$ cat src/hdl/sdofnm_pkg.sv
// ----------------------------------------------------------------------------
// SDOF Newmark package
// Types, constants and helper functions shared by the oscillator modules.
// ----------------------------------------------------------------------------
package sdofnm_pkg;

  localparam int unsigned DataW    = 48;  // state and coefficient width
  localparam int unsigned SumW     = 50;  // accumulator for up to three terms
  localparam int unsigned CfgAddrW = 5;
  localparam int unsigned CfgDataW = 64;
  localparam int unsigned CfgIdxLsb = 3;  // registers sit at 8-byte strides
  localparam int unsigned NumOps   = 9;   // multiply steps per sample
  localparam int unsigned OpW      = 4;

  localparam logic signed [DataW-1:0] SatMax = 48'sh7FFF_FFFF_FFFF;
  localparam logic signed [DataW-1:0] SatMin = 48'sh8000_0000_0000;
  localparam logic signed [SumW-1:0]  SumMax = 50'sh0_7FFF_FFFF_FFFF;
  localparam logic signed [SumW-1:0]  SumMin = 50'sh3_8000_0000_0000;

  typedef struct packed {
    logic signed [31:0] ground_accel;
    logic               last_sample;
  } in_word_t;

  typedef struct packed {
    logic [DataW-1:0] peak_disp;
    logic [DataW-1:0] peak_vel;
    logic [DataW-1:0] peak_accel;
  } out_word_t;

  typedef struct packed {
    logic [31:0]      time_step;
    logic [DataW-1:0] damping_coeff;
    logic [DataW-1:0] stiffness_coeff;
    logic [31:0]      denominator_recip;
  } cfg_t;

  typedef enum logic [1:0] {
    RegTimeStep,
    RegDamping,
    RegStiffness,
    RegRecip
  } cfg_reg_e;

  // Right shift applied to the rounded product.
  typedef enum logic [1:0] {
    Shift24,
    Shift32,
    Shift33,
    Shift34
  } shift_e;

  typedef enum logic [2:0] {
    XTimeStep,
    XAccel,
    XVel,
    XVelPred,
    XDispPred,
    XForce
  } xsel_e;

  typedef enum logic [2:0] {
    YTimeStep,
    YTimeStepSq,
    YDamping,
    YStiffness,
    YRecip
  } ysel_e;

  typedef enum logic [2:0] {
    BZero,
    BVel,
    BDisp,
    BGround,
    BVelPred,
    BDispPred
  } base_e;

  typedef enum logic [2:0] {
    DNone,
    DTimeStepSq,
    DVelPred,
    DDispPred,
    DForce,
    DAccel,
    DVel,
    DDisp
  } dest_e;

  typedef enum logic [1:0] {
    StIdle,
    StMulStart,
    StMulWait,
    StPeak
  } ctrl_e;

  typedef struct packed {
    xsel_e  xsel;
    ysel_e  ysel;
    shift_e shift;
    base_e  base;
    dest_e  dest;
    logic   negate;  // subtract the product instead of adding it
    logic   first;   // load the accumulator base before this product
    logic   last;    // store the saturated sum after this product
  } op_t;

  typedef struct packed {
    logic accept;
    logic mul_start;
    logic acc_en;
    logic peak_upd;
    logic finish;
  } ctl_t;

  // Micro-program of one Newmark step.
  function automatic op_t op_desc(input logic [OpW-1:0] op);
    op_t d;
    case (op)
      4'd0: d = '{xsel: XTimeStep, ysel: YTimeStep, shift: Shift32, base: BZero,
                  dest: DTimeStepSq, negate: 1'b0, first: 1'b1, last: 1'b1};
      4'd1: d = '{xsel: XAccel, ysel: YTimeStep, shift: Shift33, base: BVel,
                  dest: DVelPred, negate: 1'b0, first: 1'b1, last: 1'b1};
      4'd2: d = '{xsel: XVel, ysel: YTimeStep, shift: Shift32, base: BDisp,
                  dest: DNone, negate: 1'b0, first: 1'b1, last: 1'b0};
      4'd3: d = '{xsel: XAccel, ysel: YTimeStepSq, shift: Shift34, base: BDisp,
                  dest: DDispPred, negate: 1'b0, first: 1'b0, last: 1'b1};
      4'd4: d = '{xsel: XVelPred, ysel: YDamping, shift: Shift24, base: BGround,
                  dest: DNone, negate: 1'b0, first: 1'b1, last: 1'b0};
      4'd5: d = '{xsel: XDispPred, ysel: YStiffness, shift: Shift24, base: BGround,
                  dest: DForce, negate: 1'b0, first: 1'b0, last: 1'b1};
      4'd6: d = '{xsel: XForce, ysel: YRecip, shift: Shift32, base: BZero,
                  dest: DAccel, negate: 1'b1, first: 1'b1, last: 1'b1};
      4'd7: d = '{xsel: XAccel, ysel: YTimeStep, shift: Shift33, base: BVelPred,
                  dest: DVel, negate: 1'b0, first: 1'b1, last: 1'b1};
      4'd8: d = '{xsel: XAccel, ysel: YTimeStepSq, shift: Shift34, base: BDispPred,
                  dest: DDisp, negate: 1'b0, first: 1'b1, last: 1'b1};
      default: d = '{xsel: XTimeStep, ysel: YTimeStep, shift: Shift32, base: BZero,
                     dest: DNone, negate: 1'b0, first: 1'b0, last: 1'b0};
    endcase
    return d;
  endfunction

  function automatic logic [DataW-1:0] mag48(input logic signed [DataW-1:0] x);
    logic [DataW-1:0] u;
    u = x;
    return u[DataW-1] ? (~u + 48'd1) : u;
  endfunction

  function automatic logic signed [DataW-1:0] sat48(input logic signed [SumW-1:0] s);
    logic signed [DataW-1:0] r;
    if (s > SumMax) begin
      r = SatMax;
    end else if (s < SumMin) begin
      r = SatMin;
    end else begin
      r = s[DataW-1:0];
    end
    return r;
  endfunction

endpackage

$ cat src/hdl/sdof_newmark_peak_response.sv
// ----------------------------------------------------------------------------
// SDOF Newmark peak response
// Damped single-degree-of-freedom oscillator stepped by the Newmark
// average-acceleration method, with running peaks of |u|, |v| and |a|.
// ----------------------------------------------------------------------------
//
//   Channel  Direction  Handshake                    Word
//   -------  ---------  ---------------------------  --------------------------
//   in       input      in_valid_i / in_stall_o      ground_accel, last_sample
//   out      output     out_valid_o / out_stall_i    peak_disp/vel/accel
//   cfg      input      psel, penable, pwrite/pready time step and coefficients
//
// A word is taken only while the sequencer is idle. After it is accepted,
// in_stall_o stays high for nine multiply steps on the one shared 24x24
// multiplier and the peak update; no new word is taken before it is done.
// A word marked last holds the peak cycle until the output register is free.
// Reset clears the oscillator state, the peaks and the output register, and
// loads the register defaults; there is no clearing pass.
// A stalled output word sits in its register while the next input word is
// already being worked on.
//
module sdof_newmark_peak_response (
  input  logic                              clk_i,
  input  logic                              rst_ni,
  input  logic                              in_valid_i,
  output logic                              in_stall_o,
  input  sdofnm_pkg::in_word_t              in_data_i,
  output logic                              out_valid_o,
  input  logic                              out_stall_i,
  output sdofnm_pkg::out_word_t             out_data_o,
  input  logic                              psel,
  input  logic                              penable,
  input  logic                              pwrite,
  input  logic [sdofnm_pkg::CfgAddrW-1:0]   paddr,
  input  logic [sdofnm_pkg::CfgDataW-1:0]   pwdata,
  output logic [sdofnm_pkg::CfgDataW-1:0]   prdata,
  output logic                              pready
);
  import sdofnm_pkg::*;

  cfg_t           cfg;
  ctl_t           ctl;
  logic [OpW-1:0] op;
  op_t            desc;

  // Multiplier operands and result.
  logic signed [DataW-1:0] mul_x;
  logic        [DataW-1:0] mul_y, mul_mag;
  logic                    mul_done, mul_neg;

  // Oscillator state (signed Q16.32) and step temporaries.
  logic signed [DataW-1:0] u_q, v_q, a_q, vp_q, up_q, num_q, sat_new;
  logic        [31:0]      dt2_q;
  logic signed [31:0]      g_q;
  logic                    last_q;

  // Accumulator for the sums of each Newmark equation.
  logic signed [SumW-1:0]  sum_q, base, term, mag_ext, sum_new;

  // Peak tracking and output register.
  logic [DataW-1:0] disp_pk_q, vel_pk_q, accel_pk_q;
  logic [DataW-1:0] mag_u, mag_v, mag_a;
  out_word_t        new_pk, out_q;
  logic             out_valid_q, out_free;

  sdofnm_cfg u_cfg (
    .clk_i   (clk_i),
    .rst_ni  (rst_ni),
    .psel    (psel),
    .penable (penable),
    .pwrite  (pwrite),
    .paddr   (paddr),
    .pwdata  (pwdata),
    .prdata  (prdata),
    .pready  (pready),
    .cfg_o   (cfg)
  );

  sdofnm_ctrl u_ctrl (
    .clk_i      (clk_i),
    .rst_ni     (rst_ni),
    .in_valid_i (in_valid_i),
    .mul_done_i (mul_done),
    .last_i     (last_q),
    .out_free_i (out_free),
    .in_stall_o (in_stall_o),
    .op_o       (op),
    .ctl_o      (ctl)
  );

  sdofnm_mul u_mul (
    .clk_i   (clk_i),
    .rst_ni  (rst_ni),
    .start_i (ctl.mul_start),
    .x_i     (mul_x),
    .y_i     (mul_y),
    .shift_i (desc.shift),
    .done_o  (mul_done),
    .mag_o   (mul_mag),
    .neg_o   (mul_neg)
  );

  // The current step of the program picks operands, base and destination.
  assign desc = op_desc(op);

  always_comb begin
    case (desc.xsel)
      XTimeStep: mul_x = $signed({16'd0, cfg.time_step});
      XAccel:    mul_x = a_q;
      XVel:      mul_x = v_q;
      XVelPred:  mul_x = vp_q;
      XDispPred: mul_x = up_q;
      XForce:    mul_x = num_q;
      default:   mul_x = '0;
    endcase
  end

  always_comb begin
    case (desc.ysel)
      YTimeStep:   mul_y = {16'd0, cfg.time_step};
      YTimeStepSq: mul_y = {16'd0, dt2_q};
      YDamping:    mul_y = cfg.damping_coeff;
      YStiffness:  mul_y = cfg.stiffness_coeff;
      YRecip:      mul_y = {16'd0, cfg.denominator_recip};
      default:     mul_y = '0;
    endcase
  end

  // The ground sample is Q8.24; shifting it up by eight bits gives Q16.32.
  always_comb begin
    case (desc.base)
      BZero:     base = '0;
      BVel:      base = $signed({{2{v_q[DataW-1]}}, v_q});
      BDisp:     base = $signed({{2{u_q[DataW-1]}}, u_q});
      BGround:   base = $signed({{10{g_q[31]}}, g_q, 8'd0});
      BVelPred:  base = $signed({{2{vp_q[DataW-1]}}, vp_q});
      BDispPred: base = $signed({{2{up_q[DataW-1]}}, up_q});
      default:   base = '0;
    endcase
  end

  // The multiplier returns a clamped magnitude and the operand's sign. The
  // force step negates its product, which is why an exact -2^47 there turns
  // into +2^47 and is then clamped by the final saturation.
  assign mag_ext = $signed({2'b00, mul_mag});
  assign term    = (mul_neg ^ desc.negate) ? -mag_ext : mag_ext;
  assign sum_new = sum_q + term;
  assign sat_new = sat48(sum_new);

  // Peaks take the new state magnitudes; they are at most 2^47.
  assign mag_u = mag48(u_q);
  assign mag_v = mag48(v_q);
  assign mag_a = mag48(a_q);
  assign new_pk.peak_disp  = (mag_u > disp_pk_q)  ? mag_u : disp_pk_q;
  assign new_pk.peak_vel   = (mag_v > vel_pk_q)   ? mag_v : vel_pk_q;
  assign new_pk.peak_accel = (mag_a > accel_pk_q) ? mag_a : accel_pk_q;

  assign out_free = !out_valid_q || !out_stall_i;

  // Oscillator state and peaks. The acceleration is overwritten at the force
  // step and the velocity one step later, after their last use as operands.
  always_ff @(posedge clk_i or negedge rst_ni) begin
    if (!rst_ni) begin
      u_q        <= '0;
      v_q        <= '0;
      a_q        <= '0;
      disp_pk_q  <= '0;
      vel_pk_q   <= '0;
      accel_pk_q <= '0;
    end else begin
      if (ctl.acc_en && desc.last) begin
        case (desc.dest)
          DAccel:  a_q <= sat_new;
          DVel:    v_q <= sat_new;
          DDisp:   u_q <= sat_new;
          default: ;
        endcase
      end
      if (ctl.finish) begin
        // The record is done: its peaks leave through the output register.
        u_q        <= '0;
        v_q        <= '0;
        a_q        <= '0;
        disp_pk_q  <= '0;
        vel_pk_q   <= '0;
        accel_pk_q <= '0;
      end else if (ctl.peak_upd) begin
        disp_pk_q  <= new_pk.peak_disp;
        vel_pk_q   <= new_pk.peak_vel;
        accel_pk_q <= new_pk.peak_accel;
      end
    end
  end

  // Input hold register, accumulator and step temporaries.
  always_ff @(posedge clk_i) begin
    if (ctl.accept) begin
      g_q    <= in_data_i.ground_accel;
      last_q <= in_data_i.last_sample;
    end
    if (ctl.mul_start && desc.first) begin
      sum_q <= base;
    end
    if (ctl.acc_en) begin
      sum_q <= sum_new;
      if (desc.last) begin
        case (desc.dest)
          DTimeStepSq: dt2_q <= sat_new[31:0];
          DVelPred:    vp_q  <= sat_new;
          DDispPred:   up_q  <= sat_new;
          DForce:      num_q <= sat_new;
          default: ;
        endcase
      end
    end
  end

  // Output register: loaded when a record ends, freed when the word is taken.
  always_ff @(posedge clk_i or negedge rst_ni) begin
    if (!rst_ni) begin
      out_valid_q <= 1'b0;
    end else if (ctl.finish) begin
      out_valid_q <= 1'b1;
    end else if (!out_stall_i) begin
      out_valid_q <= 1'b0;
    end
  end

  always_ff @(posedge clk_i) begin
    if (ctl.finish) begin
      out_q <= new_pk;
    end
  end

  assign out_valid_o = out_valid_q;
  assign out_data_o  = out_q;

endmodule

$ cat src/hdl/sdofnm_cfg.sv
// ----------------------------------------------------------------------------
// SDOF Newmark configuration registers
// APB-style register file holding the time step and derived coefficients.
// ----------------------------------------------------------------------------
module sdofnm_cfg (
  input  logic                              clk_i,
  input  logic                              rst_ni,
  input  logic                              psel,
  input  logic                              penable,
  input  logic                              pwrite,
  input  logic [sdofnm_pkg::CfgAddrW-1:0]   paddr,
  input  logic [sdofnm_pkg::CfgDataW-1:0]   pwdata,
  output logic [sdofnm_pkg::CfgDataW-1:0]   prdata,
  output logic                              pready,
  output sdofnm_pkg::cfg_t                  cfg_o
);
  import sdofnm_pkg::*;

  cfg_t     cfg_q;
  cfg_reg_e idx;
  logic     wr_en;

  assign idx    = cfg_reg_e'(paddr[CfgAddrW-1:CfgIdxLsb]);
  assign wr_en  = psel && penable && pwrite;
  assign pready = 1'b1;
  assign cfg_o  = cfg_q;

  always_ff @(posedge clk_i or negedge rst_ni) begin
    if (!rst_ni) begin
      cfg_q.time_step         <= '0;
      cfg_q.damping_coeff     <= '0;
      cfg_q.stiffness_coeff   <= '0;
      cfg_q.denominator_recip <= '1;
    end else if (wr_en) begin
      case (idx)
        RegTimeStep:  cfg_q.time_step         <= pwdata[31:0];
        RegDamping:   cfg_q.damping_coeff     <= pwdata[DataW-1:0];
        RegStiffness: cfg_q.stiffness_coeff   <= pwdata[DataW-1:0];
        RegRecip:     cfg_q.denominator_recip <= pwdata[31:0];
        default: ;
      endcase
    end
  end

  always_comb begin
    case (idx)
      RegTimeStep:  prdata = {32'd0, cfg_q.time_step};
      RegDamping:   prdata = {16'd0, cfg_q.damping_coeff};
      RegStiffness: prdata = {16'd0, cfg_q.stiffness_coeff};
      RegRecip:     prdata = {32'd0, cfg_q.denominator_recip};
      default:      prdata = '0;
    endcase
  end

endmodule

$ cat src/hdl/sdofnm_mul.sv
// ----------------------------------------------------------------------------
// SDOF Newmark shared multiplier
// Signed 48 by unsigned 48 bit multiply built from four 24x24 partial
// products, followed by round-half-away-from-zero, right shift and saturation.
// ----------------------------------------------------------------------------
module sdofnm_mul (
  input  logic                                clk_i,
  input  logic                                rst_ni,
  input  logic                                start_i,
  input  logic signed [sdofnm_pkg::DataW-1:0] x_i,
  input  logic        [sdofnm_pkg::DataW-1:0] y_i,
  input  sdofnm_pkg::shift_e                  shift_i,
  output logic                                done_o,
  output logic        [sdofnm_pkg::DataW-1:0] mag_o,
  output logic                                neg_o
);
  import sdofnm_pkg::*;

  localparam int unsigned HalfW = DataW / 2;
  localparam int unsigned AccW  = 2 * DataW;
  localparam int unsigned RndW  = AccW - 24;
  localparam logic [2:0]  CntLastPp = 3'd3;
  localparam logic [2:0]  CntRound  = 3'd5;

  logic             busy_q, pv_q, done_q, neg_q;
  logic [2:0]       cnt_q;
  logic [1:0]       psh_q, psh;
  logic [DataW-1:0] xm_q, y_q, prod_q, res_q, res_d, pp, limit;
  logic [HalfW-1:0] a_h, b_h;
  logic [AccW-1:0]  acc_q, half, addend;
  logic [RndW-1:0]  rnd;
  shift_e           sh_q;

  // Partial product selection: the counter walks low/high halves of each side.
  assign a_h = cnt_q[1] ? xm_q[DataW-1:HalfW] : xm_q[HalfW-1:0];
  assign b_h = cnt_q[0] ? y_q[DataW-1:HalfW] : y_q[HalfW-1:0];
  assign pp  = a_h * b_h;
  assign psh = {1'b0, cnt_q[1]} + {1'b0, cnt_q[0]};

  always_comb begin
    case (shift_i)
      Shift24: half = AccW'(1) << 23;
      Shift32: half = AccW'(1) << 31;
      Shift33: half = AccW'(1) << 32;
      Shift34: half = AccW'(1) << 33;
      default: half = '0;
    endcase
  end

  always_comb begin
    case (psh_q)
      2'd0:    addend = {48'd0, prod_q};
      2'd1:    addend = {24'd0, prod_q, 24'd0};
      2'd2:    addend = {prod_q, 48'd0};
      default: addend = '0;
    endcase
  end

  // Rounding bias is preloaded into the accumulator, so only the shift and
  // the clamp remain here.
  always_comb begin
    case (sh_q)
      Shift24: rnd = acc_q[AccW-1:24];
      Shift32: rnd = {8'd0, acc_q[AccW-1:32]};
      Shift33: rnd = {9'd0, acc_q[AccW-1:33]};
      Shift34: rnd = {10'd0, acc_q[AccW-1:34]};
      default: rnd = '0;
    endcase
    limit = neg_q ? 48'h8000_0000_0000 : 48'h7FFF_FFFF_FFFF;
    if ((rnd[RndW-1:DataW] != '0) || (rnd[DataW-1:0] > limit)) begin
      res_d = limit;
    end else begin
      res_d = rnd[DataW-1:0];
    end
  end

  always_ff @(posedge clk_i or negedge rst_ni) begin
    if (!rst_ni) begin
      busy_q <= 1'b0;
      cnt_q  <= '0;
      pv_q   <= 1'b0;
      done_q <= 1'b0;
    end else begin
      done_q <= 1'b0;
      pv_q   <= !start_i && busy_q && (cnt_q <= CntLastPp);
      if (start_i) begin
        busy_q <= 1'b1;
        cnt_q  <= '0;
      end else if (busy_q) begin
        cnt_q <= cnt_q + 3'd1;
        if (cnt_q == CntRound) begin
          busy_q <= 1'b0;
          done_q <= 1'b1;
        end
      end
    end
  end

  always_ff @(posedge clk_i) begin
    if (start_i) begin
      xm_q  <= mag48(x_i);
      neg_q <= x_i[DataW-1];
      y_q   <= y_i;
      sh_q  <= shift_i;
      acc_q <= half;
    end else begin
      if (busy_q && (cnt_q <= CntLastPp)) begin
        prod_q <= pp;
        psh_q  <= psh;
      end
      if (pv_q) begin
        acc_q <= acc_q + addend;
      end
      if (busy_q && (cnt_q == CntRound)) begin
        res_q <= res_d;
      end
    end
  end

  assign done_o = done_q;
  assign mag_o  = res_q;
  assign neg_o  = neg_q;

endmodule

$ cat src/hdl/sdofnm_ctrl.sv
// ----------------------------------------------------------------------------
// SDOF Newmark sequencer
// Steps through the multiply program of one sample and the peak update.
// ----------------------------------------------------------------------------
module sdofnm_ctrl (
  input  logic                        clk_i,
  input  logic                        rst_ni,
  input  logic                        in_valid_i,
  input  logic                        mul_done_i,
  input  logic                        last_i,
  input  logic                        out_free_i,
  output logic                        in_stall_o,
  output logic [sdofnm_pkg::OpW-1:0]  op_o,
  output sdofnm_pkg::ctl_t            ctl_o
);
  import sdofnm_pkg::*;

  localparam logic [OpW-1:0] LastOp = OpW'(NumOps - 1);

  ctrl_e          state_q, state_d;
  logic [OpW-1:0] op_q, op_d;

  always_comb begin
    state_d = state_q;
    op_d    = op_q;
    case (state_q)
      StIdle: begin
        if (in_valid_i) begin
          state_d = StMulStart;
          op_d    = '0;
        end
      end
      StMulStart: state_d = StMulWait;
      StMulWait: begin
        if (mul_done_i) begin
          if (op_q == LastOp) begin
            state_d = StPeak;
          end else begin
            op_d    = op_q + 1'b1;
            state_d = StMulStart;
          end
        end
      end
      StPeak: begin
        if (!last_i || out_free_i) begin
          state_d = StIdle;
        end
      end
      default: state_d = StIdle;
    endcase
  end

  always_comb begin
    ctl_o      = '0;
    in_stall_o = 1'b1;
    case (state_q)
      StIdle: begin
        in_stall_o   = 1'b0;
        ctl_o.accept = in_valid_i;
      end
      StMulStart: ctl_o.mul_start = 1'b1;
      StMulWait:  ctl_o.acc_en = mul_done_i;
      StPeak: begin
        ctl_o.peak_upd = 1'b1;
        ctl_o.finish   = last_i && out_free_i;
      end
      default: ;
    endcase
  end

  always_ff @(posedge clk_i or negedge rst_ni) begin
    if (!rst_ni) begin
      state_q <= StIdle;
      op_q    <= '0;
    end else begin
      state_q <= state_d;
      op_q    <= op_d;
    end
  end

  assign op_o = op_q;

endmodule

$ cat config.mk
export PLATFORM = sky130hd
export DESIGN_NAME = sdof_newmark_peak_response
export DESIGN_NICKNAME = d
export VERILOG_FILES = /design/src/hdl/sdofnm_pkg.sv /design/src/hdl/sdof_newmark_peak_response.sv /design/src/hdl/sdofnm_cfg.sv /design/src/hdl/sdofnm_mul.sv /design/src/hdl/sdofnm_ctrl.sv
export SDC_FILE = /design/constraint.sdc
export NUM_CORES = 2
export LEC_CHECK = 0
export ABC_CLOCK_PERIOD_IN_PS = 7950
export BUFFER_PORTS_ARGS = -buffer_cell sky130_fd_sc_hd__buf_4
export CAP_MARGIN = 20
export CORE_ASPECT_RATIO = 1.75
export CORE_MARGIN = 4
export CORE_UTILIZATION = 35
export DETAILED_ROUTE_END_ITERATION = 6
export PLACE_DENSITY = 0.56
export SLEW_MARGIN = 0
export SYNTH_ARGS = -nofsm -noshare
export SYNTH_HDL_FRONTEND = slang
export SYNTH_SLANG_ARGS = --single-unit
$ cat constraint.sdc
create_clock -name clk_i -period 7.95 [get_ports clk_i]
set_clock_uncertainty 0.15 [all_clocks]
set_input_delay 0 -clock clk_i [delete_from_list [all_inputs] [get_ports clk_i]]
set_output_delay 0 -clock clk_i [all_outputs]
set_load 0.01 [all_outputs]
==> flow_summary.json <==
{
  "die_area_mm2": 0.260,
  "setup_ws_ns": 0.153,
  "clkTransAtPathRegs_ns": 0.07,
  "fin_crit_ns": 7.80,
  "nNetsFinal": 10565,
  "routedWlPerCell_um": 30.1,
  "r2r_start": "u_mul.cnt_q[0]",
  "grt_pass1_wl_um": 546000,
  "slew_violations": 0,
  "track_usage": 0.288,
  "slowest_delay_ns": 0.68,
  "clock-sinks": 1157,
  "critPathCaptureType": "register",
  "root_buffer": "clkbuf_16",
  "synth_enable_flop_cells": 696,
  "yosys-top-cells-count": "912 x nand2_1, 793 x inv_1, 696 x edfxtp_1, 684 x nor2_1, 619 x a21oi_1",
  "hold_path.class": "primary input to register",
  "vias_per_cell": 5.72,
  "clock_latency_ns": 0.82,
  "synth_area_mm2": 0.0880,
  "die_h_um": 671,
  "synth_seq_cells": 1157,
  "crit_type": "register to register",
  "yosysMostFrequentCell": "nand2_1",
  "numPortBuffers": 283,
  "io_pins": 320,
  "muxShareOfSynthArea": 0.0784,
  "yosys_warnings": 0,
  "core_mm2": 0.250,
  "critical_path_required_ns": 8.32,
  "cts_buffer_depth": 3,
  "hold_violations": 0,
  "pre_cts_slack_ns": -0.239,
  "slew_headroom": 0.0829,
  "synth_top_area_cell": "edfxtp_1",
  "synth-simple-area-share": 0.112,
  "setup_tns_ns": 0,
  "cts_tree": "done",
  "min-delay-start": "in_valid_i",
  "async_flop_share": 0.398,
  "reg2reg_depth": 29,
  "synth_top_area_share": 0.237,
  "start_kind": "register",
  "synth_top_family_by_area": "adder cells",
  "fin_area_mm2": 0.103,
  "h-tree-depth": 3,
  "path_max_fanout": 11,
  "avgSynthCellArea_um2": 9.99,
  "maxCapViolations": 0,
  "vias": 73603,
  "fin_crit_sh": 0.981,
  "drt_wl_total_um": 387000,
  "grt_pass1_vias": 75536,
  "min_path_cells": 5,
  "setup_violations": 0,
  "synthXorXnorAreaFrac": 0.0393,
  "ys_seq_area_frac": 0.369,
  "nFillCells": 24081,
  "hold_end": "u_ctrl.op_o[3]",
  "cp_data_arrival_time_ns": 8.17,
  "grt_max_degree": 134,
  "utilization": 0.414,
  "synthAdderAreaFrac": 0.185,
  "ant_nets": 0,
  "synthTopCellsByArea": "edfxtp_1 24%, dfrtp_1 12%, fa_1 11%, ha_1 7.5%, mux2_2 4.1%",
  "r2r_setup_slack_ns": 0.15,
  "place_hpwl_um": 304000,
  "drive_gt1_frac": 0.174,
  "worstMarginPinSlew_ns": 1.38,
  "crit_slowest_cell": "fa_1",
  "route.detailed.drc": 0,
  "gp_congestion": 1.04,
  "antenna_found_initial": 13,
  "grt-ovfl-total": 0,
  "reg2reg_to": "u_mul.prod_q[40]",
  "drtIter0Drc": 5685,
  "cts_made_buffers": 114,
  "synthFlopType": "edfxtp_1",
  "initial_core_util": 0.352,
  "die_w_um": 387,
  "row_count": 243,
  "area_delta_synth_final_pct": 17.6,
  "path_common_cell": "fa_1",
  "clock.fmax_mhz": 128,
  "place_area_mm2": 0.0971,
  "ys_types": 95,
  "drtPass1Iterations": 6,
  "status": "completed",
  "synth_cells": 8809,
  "synth-compound-area-share": 0.159
}
worst max-delay path: cells and delay by family (launching register included):
| family | cells | cell delay (ns) |
|---|---|---|
| compound gates | 8 | 1.50 |
| xor+xnor | 1 | 0.07 |
| fa+ha+maj | 8 | 3.92 |
| buf+inv | 10 | 1.15 |
| flops | 1 | 0.50 |
| mux | 1 | 0.18 |
| simple gates | 1 | 0.06 |
cells by family after synthesis:
group,count (synthesis)
AO/OA/AOI/OAI,2169
XOR/XNOR,395
adder cells (fa/ha/maj),1010
buffers and inverters,1307
flip-flops,1157
multiplexers,546
other,2
AND/OR/NAND/NOR,2223
stage by stage:
step | instances | hold slack (ns)
after detailed placement | 12441 | -0.0175
after floorplan | 8824 | -0.446
after global placement | 12437 | -0.0314
after global routing | 12859 | 0.0935
after CTS | 12832 | 0.0104
final | 12864 | 0.0994
worst max-delay path by stage:
stage,end,start,slack [ns]
CTS,vel_pk_q[30],v_q[31],0.005
floorplan,u_mul.prod_q[45],u_mul.cnt_q[0],0.008
global placement,disp_pk_q[33],u_q[6],-0.30
detailed placement,out_data_o[91],v_q[31],-0.24
global route,u_mul.prod_q[43],u_mul.cnt_q[0],-0.06
finish,u_mul.prod_q[40],u_mul.cnt_q[0],0.15
layout make-up:
class                           instances  area [um2]  area share
Antenna cell                           11        27.5    0.000266
Clock buffer                          133        3000      0.0290
Clock inverter                         83         942     0.00910
Inverter                              798        3010      0.0290
Multi-Input combinational cell       6360       51300       0.496
Sequential cell                      1157       32500       0.314
Tap cell                             3307        4140      0.0400
Timing Repair Buffer                 1015        8560      0.0827
metal layers:
layer | vias up | global-route usage | part of all wire
met3 | 1175 | 0.0411 | 0.049
met5 | - | 0 | 0.000034
met4 | 2 | 0.284 | 0.13
li1 | 32427 | - | -
met2 | 2978 | 0.509 | 0.50
met1 | 37021 | 0.286 | 0.33
cell usage in the layout, fill, tap and decap left out, drive strengths merged, types with 88 or more instances in the layout:
cell type	count
nand2	914
buf	839
inv	809
edfxtp	696
nor2	685
a21oi	623
o21ai	567
ha	526
fa	484
dfrtp	429
mux2	317
xnor2	308
a21o	177
dlygate4sd3	173
a22o	162
mux2i	146
clkbuf	136
a31oi	101
nand4	98
and2	96
nand3	88
sequential cells by signal (all words and copies together), names as in the netlist, 4 cells and up:
name and cells:
u_mul.xm_q 48, u_q 48, u_mul.mag_o 48, g_q 32
u_mul.prod_q 48, out_data_o 144, accel_pk_q 48, a_q 48
sum_q 50, v_q 48, disp_pk_q 48, u_cfg.cfg_o 160
vel_pk_q 48, up_q 48, u_mul.y_q 48, u_ctrl.op_o 4
dt2_q 32, u_mul.acc_q 96, num_q 48, vp_q 48
repair_timing:
| action | CTS | global route |
|---|---|---|
| hold buffers | 174 | 0 |
| endpoints found under the hold margin | 508 | 0 |
| cloned | 0 | 4 |
| pin swaps | 1 | 46 |
| buffers inserted | 1 | 14 |
| resized for setup | 13 | 98 |
| endpoints found under the setup margin | 101 | 113 |
Power is left out: the tool's default activity adds up to more than one toggle a clock period on the data nets, which glitch-free logic cannot reach.
